===== config.mk =====
export PLATFORM = sky130hd
export DESIGN_NAME = nmea_checksum_check_flat
export DESIGN_NICKNAME = d
export VERILOG_FILES = /design/src/rtl/core/ncc_pkg.sv /design/src/rtl/core/ncc_if.sv /design/src/rtl/core/ncc_in_stage.sv /design/src/rtl/core/ncc_core.sv /design/src/rtl/core/ncc_out_stage.sv /design/src/rtl/core/nmea_checksum_check.sv /design/src/flat_wrapper.sv
export SDC_FILE = /design/constraint.sdc
export NUM_CORES = 1
export LEC_CHECK = 0
export BUFFER_PORTS_ARGS = -buffer_cell sky130_fd_sc_hd__buf_2
export CORE_ASPECT_RATIO = 0.7
export CORE_MARGIN = 3
export CORE_UTILIZATION = 45
export CTS_CLUSTER_SIZE = 14
export DETAILED_ROUTE_END_ITERATION = 8
export PLACE_DENSITY = 0.78
export RECOVER_POWER = 50
export SLEW_MARGIN = 20
export SYNTH_ARGS = -nofsm -noshare
export SYNTH_HDL_FRONTEND = slang
export SYNTH_SLANG_ARGS = --single-unit

===== constraint.sdc =====
create_clock -name clk -period 3 [get_ports clk]
set_input_delay 0 -clock clk [delete_from_list [all_inputs] [get_ports clk]]
set_output_delay 0 -clock clk [all_outputs]
set_load 0.02 [all_outputs]

===== src/rtl/core/ncc_pkg.sv =====
`default_nettype none

package ncc_pkg;

    localparam int unsigned BYTE_W   = 8;
    localparam int unsigned STATUS_W = 2;

    localparam logic [BYTE_W-1:0] CHAR_DOLLAR = 8'h24;
    localparam logic [BYTE_W-1:0] CHAR_STAR   = 8'h2A;
    localparam logic [BYTE_W-1:0] SUM_NONE    = 8'hFF;
    localparam logic [BYTE_W-1:0] COUNT_MAX   = 8'hFF;

    localparam logic [BYTE_W-1:0] MIN_LENGTH_RESET = 8'd10;

    typedef enum logic [1:0] {
        PH_PAYLOAD = 2'd0,
        PH_HIGH    = 2'd1,
        PH_LOW     = 2'd2,
        PH_DONE    = 2'd3
    } phase_t;

    typedef enum logic [STATUS_W-1:0] {
        ST_MATCH    = 2'd0,
        ST_SHORT    = 2'd1,
        ST_MISMATCH = 2'd2
    } status_t;

    typedef struct packed {
        logic              valid;
        logic [BYTE_W-1:0] char_byte;
        logic              end_of_sentence;
    } item_t;

    typedef struct packed {
        status_t           status;
        logic [BYTE_W-1:0] computed_sum;
        logic [BYTE_W-1:0] received_sum;
    } result_t;

endpackage

`default_nettype wire


===== src/rtl/core/ncc_if.sv =====
`default_nettype none

interface ncc_byte_if;
    logic       valid;
    logic       ready;
    logic [7:0] char_byte;
    logic       end_of_sentence;

    modport source (output valid, output char_byte, output end_of_sentence, input ready);
    modport sink   (input valid, input char_byte, input end_of_sentence, output ready);
endinterface

interface ncc_result_if;
    logic       valid;
    logic       ready;
    logic [1:0] status;
    logic [7:0] computed_sum;
    logic [7:0] received_sum;

    modport source (output valid, output status, output computed_sum,
                    output received_sum, input ready);
    modport sink   (input valid, input status, input computed_sum,
                    input received_sum, output ready);
endinterface

`default_nettype wire


===== src/rtl/core/ncc_in_stage.sv =====
`default_nettype none

module ncc_in_stage (
    input  wire logic           clk,
    input  wire logic           rst_n,
    ncc_byte_if.sink            byte_ch,
    input  wire logic           advance,
    output ncc_pkg::item_t      item
);
    import ncc_pkg::*;

    logic              valid_reg;
    logic              valid_next;
    logic [BYTE_W-1:0] byte_reg;
    logic              last_reg;
    logic              take;

    // Take a new byte when the register is empty or its byte moves on.
    assign byte_ch.ready = !valid_reg || advance;
    assign take          = byte_ch.valid && byte_ch.ready;

    always_comb
    begin
        valid_next = valid_reg;
        if (take)
        begin
            valid_next = 1'b1;
        end
        else if (advance)
        begin
            valid_next = 1'b0;
        end
    end

    always_ff @(posedge clk or negedge rst_n)
    begin
        if (!rst_n)
        begin
            valid_reg <= 1'b0;
        end
        else
        begin
            valid_reg <= valid_next;
        end
    end

    always_ff @(posedge clk)
    begin
        if (take)
        begin
            byte_reg <= byte_ch.char_byte;
            last_reg <= byte_ch.end_of_sentence;
        end
    end

    assign item.valid           = valid_reg;
    assign item.char_byte       = byte_reg;
    assign item.end_of_sentence = last_reg;

endmodule

`default_nettype wire


===== src/rtl/core/ncc_core.sv =====
`default_nettype none

module ncc_core (
    input  wire logic                          clk,
    input  wire logic                          rst_n,
    input  wire logic [ncc_pkg::BYTE_W-1:0]    min_length,
    input  wire ncc_pkg::item_t                item,
    input  wire logic                          advance,
    output ncc_pkg::result_t                   res
);
    import ncc_pkg::*;

    phase_t            phase_reg;
    phase_t            phase_next;
    logic              first_reg;
    logic              first_next;
    logic [BYTE_W-1:0] xor_reg;
    logic [BYTE_W-1:0] xor_next;
    logic [BYTE_W-1:0] high_reg;
    logic [BYTE_W-1:0] high_next;
    logic [BYTE_W-1:0] sum_reg;
    logic [BYTE_W-1:0] sum_next;
    logic [BYTE_W-1:0] count_reg;
    logic [BYTE_W-1:0] count_next;

    phase_t            phase_upd;
    logic [BYTE_W-1:0] xor_upd;
    logic [BYTE_W-1:0] high_upd;
    logic [BYTE_W-1:0] sum_upd;
    logic [BYTE_W-1:0] count_upd;
    logic [BYTE_W-1:0] digit;
    logic              skip_dollar;

    function automatic logic [BYTE_W-1:0] hex_value(input logic [BYTE_W-1:0] c);
        logic [BYTE_W-1:0] v;
        v = SUM_NONE;
        if (c inside {[8'h30:8'h39]})
        begin
            v = c - 8'd48;
        end
        else if (c inside {[8'h41:8'h46]})
        begin
            v = c - 8'd55;
        end
        else if (c inside {[8'h61:8'h66]})
        begin
            v = c - 8'd87;
        end
        return v;
    endfunction

    assign digit       = hex_value(item.char_byte);
    assign skip_dollar = first_reg && (item.char_byte == CHAR_DOLLAR);
    assign count_upd   = (count_reg == COUNT_MAX) ? count_reg : count_reg + 8'd1;

    // Fold one byte into the sentence state.
    always_comb
    begin
        phase_upd = phase_reg;
        xor_upd   = xor_reg;
        high_upd  = high_reg;
        sum_upd   = sum_reg;
        case (phase_reg)
            PH_PAYLOAD:
            begin
                if (item.char_byte == CHAR_STAR)
                begin
                    phase_upd = PH_HIGH;
                end
                else if (!skip_dollar)
                begin
                    xor_upd = xor_reg ^ item.char_byte;
                end
            end
            PH_HIGH:
            begin
                high_upd  = digit;
                phase_upd = PH_LOW;
            end
            PH_LOW:
            begin
                sum_upd   = {high_reg[3:0], 4'h0} | digit;
                phase_upd = PH_DONE;
            end
            default:
            begin
                phase_upd = phase_reg;
            end
        endcase
    end

    always_comb
    begin
        res.computed_sum = xor_upd;
        res.received_sum = sum_upd;
        if (count_upd < min_length)
        begin
            res.status = ST_SHORT;
        end
        else if (phase_upd == PH_PAYLOAD)
        begin
            res.status = ST_MISMATCH;
        end
        else if (xor_upd == sum_upd)
        begin
            res.status = ST_MATCH;
        end
        else
        begin
            res.status = ST_MISMATCH;
        end
    end

    // Clear for the next sentence after the final byte.
    always_comb
    begin
        phase_next = phase_reg;
        first_next = first_reg;
        xor_next   = xor_reg;
        high_next  = high_reg;
        sum_next   = sum_reg;
        count_next = count_reg;
        if (advance)
        begin
            if (item.end_of_sentence)
            begin
                phase_next = PH_PAYLOAD;
                first_next = 1'b1;
                xor_next   = '0;
                high_next  = SUM_NONE;
                sum_next   = SUM_NONE;
                count_next = '0;
            end
            else
            begin
                phase_next = phase_upd;
                first_next = 1'b0;
                xor_next   = xor_upd;
                high_next  = high_upd;
                sum_next   = sum_upd;
                count_next = count_upd;
            end
        end
    end

    always_ff @(posedge clk or negedge rst_n)
    begin
        if (!rst_n)
        begin
            phase_reg <= PH_PAYLOAD;
            first_reg <= 1'b1;
            xor_reg   <= '0;
            high_reg  <= SUM_NONE;
            sum_reg   <= SUM_NONE;
            count_reg <= '0;
        end
        else
        begin
            phase_reg <= phase_next;
            first_reg <= first_next;
            xor_reg   <= xor_next;
            high_reg  <= high_next;
            sum_reg   <= sum_next;
            count_reg <= count_next;
        end
    end

    a_clear_after_last: assert property (@(posedge clk) disable iff (!rst_n)
        advance && item.end_of_sentence |=>
            first_reg && (count_reg == '0) && (phase_reg == PH_PAYLOAD))
        else $error("sentence state not cleared after final byte");

    a_count_tracks_first: assert property (@(posedge clk) disable iff (!rst_n)
        (first_reg == 1'b1) == (count_reg == '0))
        else $error("byte count disagrees with first-byte flag");

    a_star_seen_not_first: assert property (@(posedge clk) disable iff (!rst_n)
        (phase_reg != PH_PAYLOAD) |-> !first_reg)
        else $error("digit phase reached with no byte seen");

endmodule

`default_nettype wire


===== src/rtl/core/ncc_out_stage.sv =====
`default_nettype none

module ncc_out_stage (
    input  wire logic              clk,
    input  wire logic              rst_n,
    input  wire logic              load,
    input  wire ncc_pkg::result_t  res,
    output logic                   can_load,
    ncc_result_if.source           result_ch
);
    import ncc_pkg::*;

    logic    valid_reg;
    logic    valid_next;
    result_t res_reg;

    assign can_load = !valid_reg || result_ch.ready;

    always_comb
    begin
        valid_next = valid_reg;
        if (load)
        begin
            valid_next = 1'b1;
        end
        else if (result_ch.ready)
        begin
            valid_next = 1'b0;
        end
    end

    always_ff @(posedge clk or negedge rst_n)
    begin
        if (!rst_n)
        begin
            valid_reg <= 1'b0;
        end
        else
        begin
            valid_reg <= valid_next;
        end
    end

    always_ff @(posedge clk)
    begin
        if (load)
        begin
            res_reg <= res;
        end
    end

    assign result_ch.valid        = valid_reg;
    assign result_ch.status       = res_reg.status;
    assign result_ch.computed_sum = res_reg.computed_sum;
    assign result_ch.received_sum = res_reg.received_sum;

endmodule

`default_nettype wire


===== src/rtl/core/nmea_checksum_check.sv =====
// NMEA 0183 sentence checksum checker.
// sentence_bytes carries one byte of a sentence per item, with
// end_of_sentence set on the final byte. A leading '$' is skipped, bytes up
// to the first '*' are XORed, and the next two bytes are decoded as hex.
// check_result carries one item per sentence: status (match, too short,
// mismatch), the computed XOR and the received checksum.
// min_length is written through min_length_we / min_length_wdata; write it
// only while no sentence is in flight. It resets to 10.
// Throughput: one byte per cycle while each final byte finds room in the
// result register. Each byte passes an input register and the XOR / hex
// decode / compare logic; the result of a final byte is formed from the held
// byte and loaded into the result register, which drives check_result.
// Stall: while the result register holds an untaken item, a following
// final byte waits in the input register; other bytes keep flowing, and
// sentence_bytes.ready drops only when the input register cannot drain.
// Reset: all sentence state clears, both registers empty, min_length is 10.
`default_nettype none

module nmea_checksum_check (
    input  wire logic                        clk,
    input  wire logic                        rst_n,
    ncc_byte_if.sink                         sentence_bytes,
    ncc_result_if.source                     check_result,
    input  wire logic                        min_length_we,
    input  wire logic [ncc_pkg::BYTE_W-1:0]  min_length_wdata
);
    import ncc_pkg::*;

    logic [BYTE_W-1:0] min_length_reg;
    item_t             item;
    result_t           res;
    logic              can_load;
    logic              advance;
    logic              load;

    // Min length; the user changes it only between sentences, unchecked.
    always_ff @(posedge clk or negedge rst_n)
    begin
        if (!rst_n)
        begin
            min_length_reg <= MIN_LENGTH_RESET;
        end
        else if (min_length_we)
        begin
            min_length_reg <= min_length_wdata;
        end
    end

    // Advance a held byte unless it is a final byte facing a full,
    // stalled result register.
    assign advance = item.valid && (!item.end_of_sentence || can_load);
    assign load    = advance && item.end_of_sentence;

    ncc_in_stage u_in_stage (
        .clk     (clk),
        .rst_n   (rst_n),
        .byte_ch (sentence_bytes),
        .advance (advance),
        .item    (item)
    );

    ncc_core u_core (
        .clk        (clk),
        .rst_n      (rst_n),
        .min_length (min_length_reg),
        .item       (item),
        .advance    (advance),
        .res        (res)
    );

    ncc_out_stage u_out_stage (
        .clk       (clk),
        .rst_n     (rst_n),
        .load      (load),
        .res       (res),
        .can_load  (can_load),
        .result_ch (check_result)
    );

    a_no_overwrite: assert property (@(posedge clk) disable iff (!rst_n)
        !(load && check_result.valid && !check_result.ready))
        else $error("result register overwritten while stalled");

    a_held_byte_stays: assert property (@(posedge clk) disable iff (!rst_n)
        item.valid && !advance |=>
            item.valid && $stable(item.char_byte) && $stable(item.end_of_sentence))
        else $error("held byte lost while blocked");

    a_accept_fills: assert property (@(posedge clk) disable iff (!rst_n)
        sentence_bytes.valid && sentence_bytes.ready |=> item.valid)
        else $error("accepted byte not held");

endmodule

`default_nettype wire

===== src/flat_wrapper.sv =====
// flat-port wrapper written by rule: the top's interface ports become plain ports
module nmea_checksum_check_flat import ncc_pkg::*;
  (clk, rst_n, min_length_we, min_length_wdata, sentence_bytes_valid, sentence_bytes_char_byte, sentence_bytes_end_of_sentence, sentence_bytes_ready, check_result_valid, check_result_status, check_result_computed_sum, check_result_received_sum, check_result_ready);
  ncc_byte_if sentence_bytes_i ();
  ncc_result_if check_result_i ();
  input  wire logic clk;
  input  wire logic rst_n;
  input  wire logic min_length_we;
  input  wire logic [ncc_pkg::BYTE_W-1:0] min_length_wdata;
  input wire logic [$bits(sentence_bytes_i.valid)-1:0] sentence_bytes_valid;
  input wire logic [$bits(sentence_bytes_i.char_byte)-1:0] sentence_bytes_char_byte;
  input wire logic [$bits(sentence_bytes_i.end_of_sentence)-1:0] sentence_bytes_end_of_sentence;
  output wire logic [$bits(sentence_bytes_i.ready)-1:0] sentence_bytes_ready;
  output wire logic [$bits(check_result_i.valid)-1:0] check_result_valid;
  output wire logic [$bits(check_result_i.status)-1:0] check_result_status;
  output wire logic [$bits(check_result_i.computed_sum)-1:0] check_result_computed_sum;
  output wire logic [$bits(check_result_i.received_sum)-1:0] check_result_received_sum;
  input wire logic [$bits(check_result_i.ready)-1:0] check_result_ready;
  assign sentence_bytes_i.valid = sentence_bytes_valid;
  assign sentence_bytes_i.char_byte = sentence_bytes_char_byte;
  assign sentence_bytes_i.end_of_sentence = sentence_bytes_end_of_sentence;
  assign sentence_bytes_ready = sentence_bytes_i.ready;
  assign check_result_valid = check_result_i.valid;
  assign check_result_status = check_result_i.status;
  assign check_result_computed_sum = check_result_i.computed_sum;
  assign check_result_received_sum = check_result_i.received_sum;
  assign check_result_i.ready = check_result_ready;
  nmea_checksum_check u_core (.clk(clk), .rst_n(rst_n), .sentence_bytes(sentence_bytes_i), .check_result(check_result_i), .min_length_we(min_length_we), .min_length_wdata(min_length_wdata));
endmodule

==> qor.csv <==
stage,metric,value,unit
sta,maximum clock rate,346,MHz
sta,Final Max Tran Viols,42,
clock_tree,clock buffer count from CTS,9,
worst_setup_path,WS Path Type,reg -> reg,
cells_and_area,P&R area growth vs syn,27.7,%
clock_tree,Clock Tree Buf Depth,2,
route,Residual DRC,0,
hold_path,Hold Crit Class,in -> reg,
sta,"Period Utilization, post-route",96.2,%
cells_and_area,diode count,0,
clock_tree,CTS tree,built,
route,DRT Pass-1 Iters,5,
power_and_ir_drop,worst vdd ir,0.312,mV
status,status,"finished, violations left",
route,DR WL/cell,17.5,um
sta,number of setup violations in the final report,0,
synth,prevailing post-synth register cell,edfxtp_1,
synth,post-synthesis xor/xnor area fraction,4.08,%
clock_tree,clk slew on worst S/H paths,0.06,ns
grt,gr ovfl total,0,
synth,library cells used by synthesis,68,
run,MaxCap Viol Count,1,
synth,"Async S/R FF share, synth",60.3,%
synth,Syn Nets,414,
sta,post-route setup slack,0.113,ns
power_and_ir_drop,LEAKAGE,2.03,nW
grt,largest net degree at the start of global routing,42,
synth,simple-gate share of the synthesized area,18.1,%
clock_tree,Skew-Pair Late Insertion Delay,0.33,ns
worst_setup_path,critical path data required time,3.07,ns
floorplan,initial core utilization,47.5,%
route,ANT nets after route,0,
clock_tree,H-tree depth,3,
synth,"EDFF count, synth",27,
grt,initial antenna violation count,0,
clock_tree,CTS root buffer,clkbuf_16,
route,Via Count,3268,
route,Starting DRT DRC Count,343,
synth,Ys Warns,0,
synth,synthesized area per cell,10.2,um2
sta,Fin Setup TNS,0,ns
synth,mapped cell area,3830,um2
power_and_ir_drop,Pwr Density,617,nW/um2
cells_and_area,"commonest non-fill, non-tap cells in the layout","39 x nand2_1, 34 x nor2_1, 27 x edfxtp_1",
route,DR vias/cell,5.73,
cells_and_area,fill count,651,
synth,#FFs+latches synth,68,
clock_tree,clk sink count,68,
synth,Compound-Gate Fraction of Synth Area,18.2,%
floorplan,core area,8070,um2
route,routed wire length,9970,um
floorplan,Die Width,116,um
synth,sequential element share of the synthesized area,48.4,%
sta,worst clock skew,0.00618,ns
synth,mux cell area share after synthesis,1.40,%
sta,fin crit period,2.89,ns
floorplan,die height,83.2,um
worst_setup_path,element type at the critical path start,register,
sta,max-slew headroom at the worst pin,-48.3,%
floorplan,die footprint,9680,um2
worst_setup_path,critical path endpoint category,register,
placement,post-place setup slack,-0.0390,ns
floorplan,Core Rows,27,
sta,final hold violation count,0,
synth,adder-cell share of the synthesized area,5.55,%
placement,routability cong.,0.945,
worst_setup_path,critical path peak fanout,6,
grt,wire length of the first global-routing pass,16000,um
grt,All-Layer GR Usage,21.4,%
floorplan,Boundary Pins,42,
grt,vias in the first global route,3204,
cells_and_area,"commonest non-fill, non-tap cell in the layout",nand2_1,
cells_and_area,nets,503,
sta,Tightest Pin Transition,2.22,ns
synth,Syn Inst Count,375,
status,failing checks,"capacitance limit, slew limit",
placement,Final HPWL DP,6780,um
worst_setup_path,CP Data Arrival Time,2.96,ns
placement,IO Port Bufs,41,
cells_and_area,fraction of layout cells with a size suffix above 1,24.1,%
synth,main combinational cell family by area after synthesis,compound AO/OA/AOI/OAI gates,
## worst max-delay path: stages (launching register included)
cell and delay (ns):
edfxtp_1 0.52, buf_4 0.20, ha_1 0.19, inv_1 0.18, a21oi_4 0.08, o21ai_4 0.23, and3_1 0.25, a211oi_1 0.09
or4_4 0.52, a211oi_2 0.24, a31oi_1 0.10
## per-layer routing
layer / up-vias / GRT usage (%) / share of wire [%]
met5: - / 0.556 / 0
met3: 21 / 6.55 / 8.2
met2: 148 / 28.7 / 43
met1: 1567 / 32.3 / 47
li1: 1532 / - / -
met4: 0 / 7.06 / 1.9
## area by class of cell
class | count | area (um2) | area share [%]
Clock inverter | 5 | 86.3 | 1.76
Sequential cell | 68 | 1860 | 37.9
Clock buffer | 11 | 233 | 4.75
Timing Repair Buffer | 89 | 596 | 12.2
Tap cell | 101 | 126 | 2.58
Inverter | 27 | 101 | 2.07
Multi-Input combinational cell | 269 | 1900 | 38.8
## cell usage after synthesis (2+ instances only)
cell | n | area share (%)
xor2_1 | 5 | 1.1
mux2_2 | 3 | 0.88
inv_1 | 26 | 2.5
and3_1 | 7 | 1.1
dfstp_2 | 15 | 10
a21oi_1 | 20 | 2.6
or3_1 | 3 | 0.49
nor3_1 | 5 | 0.65
nor2b_1 | 3 | 0.49
clkbuf_1 | 8 | 0.78
edfxtp_1 | 27 | 21
mux2i_1 | 2 | 0.52
o2111ai_1 | 2 | 0.46
buf_2 | 2 | 0.26
nand2_1 | 39 | 3.8
o22ai_1 | 4 | 0.65
buf_6 | 2 | 0.59
nor3b_1 | 2 | 0.39
dfrtp_1 | 26 | 17
and2_1 | 3 | 0.49
nand2b_1 | 5 | 0.82
a22o_1 | 7 | 1.6
o21ai_0 | 23 | 3.0
a211oi_2 | 3 | 0.98
nand3_1 | 6 | 0.78
a21o_1 | 2 | 0.39
o22a_1 | 8 | 1.8
o21a_1 | 6 | 1.2
o211ai_1 | 5 | 0.98
nand4b_1 | 2 | 0.46
nor4_1 | 2 | 0.33
xnor2_1 | 11 | 2.5
a31oi_1 | 4 | 0.65
a2111oi_0 | 2 | 0.46
nor2_1 | 36 | 3.5
ha_1 | 17 | 5.6
## final timing paths
| path | slack (ns) | depth (start not counted) | endpoint | start |
|---|---|---|---|---|
| worst min register to register | 0.48 | 2 | u_core.u_core.first_reg | u_core.u_core.first_reg |
| min in group asynchronous | 0.87 | 2 | u_core.u_core.xor_reg[5] | rst_n |
| worst max-delay path | 0.11 | 10 | u_core.u_out_stage.result_ch.status[1] | u_core.u_in_stage.byte_reg[4] |
| worst min-delay path | 0.01 | 3 | u_core.min_length_reg[1] | min_length_we |
| worst max register to register | 0.11 | 10 | u_core.u_out_stage.result_ch.status[1] | u_core.u_in_stage.byte_reg[4] |
| max in group asynchronous | 0.86 | 2 | u_core.min_length_reg[4] | rst_n |
## cells by family after synthesis
kind of cell	count (synthesis)
and+or+nand+nor	130
DFF	68
xor gates and xnor gates	17
adders and majority gates	17
AOI/OAI and AO/OA	99
buffers and inverters	39
muxes	5
## repair_timing
item                                    in CTS  in global routing
pin swaps                                    0                  2
endpoints found under the setup margin       1                  2
endpoints found under the hold margin       45                  0
hold buffers                                22                  0
cloned                                       0                  1
gates resized for setup                      1                 19
setup buffers                                0                 11
## stage by stage
step | instances | utilization, % | hold slack, ns | total power [mW] | cell area [um2]
after floorplan | 375 | - | -0.296 | 1.63 | 3830
after detailed placement | 520 | 52.2 | 0.178 | 1.83 | 4210
after CTS | 558 | 58.9 | 0.000300 | 2.99 | 4750
after global placement | 520 | 52.2 | 0.178 | 1.82 | 4210
final | 570 | 60.6 | 0.0135 | 3.02 | 4890
after global routing | 570 | 60.6 | 0.0544 | 3.18 | 4890
## report_power, final
part	leakage (nW)	switching [mW]	internal [mW]
combinational	1.14	0.398	0.294
sequential	0.730	0.0946	1.10
clock	0.154	0.400	0.732
Power figures use the tool's default switching activity.
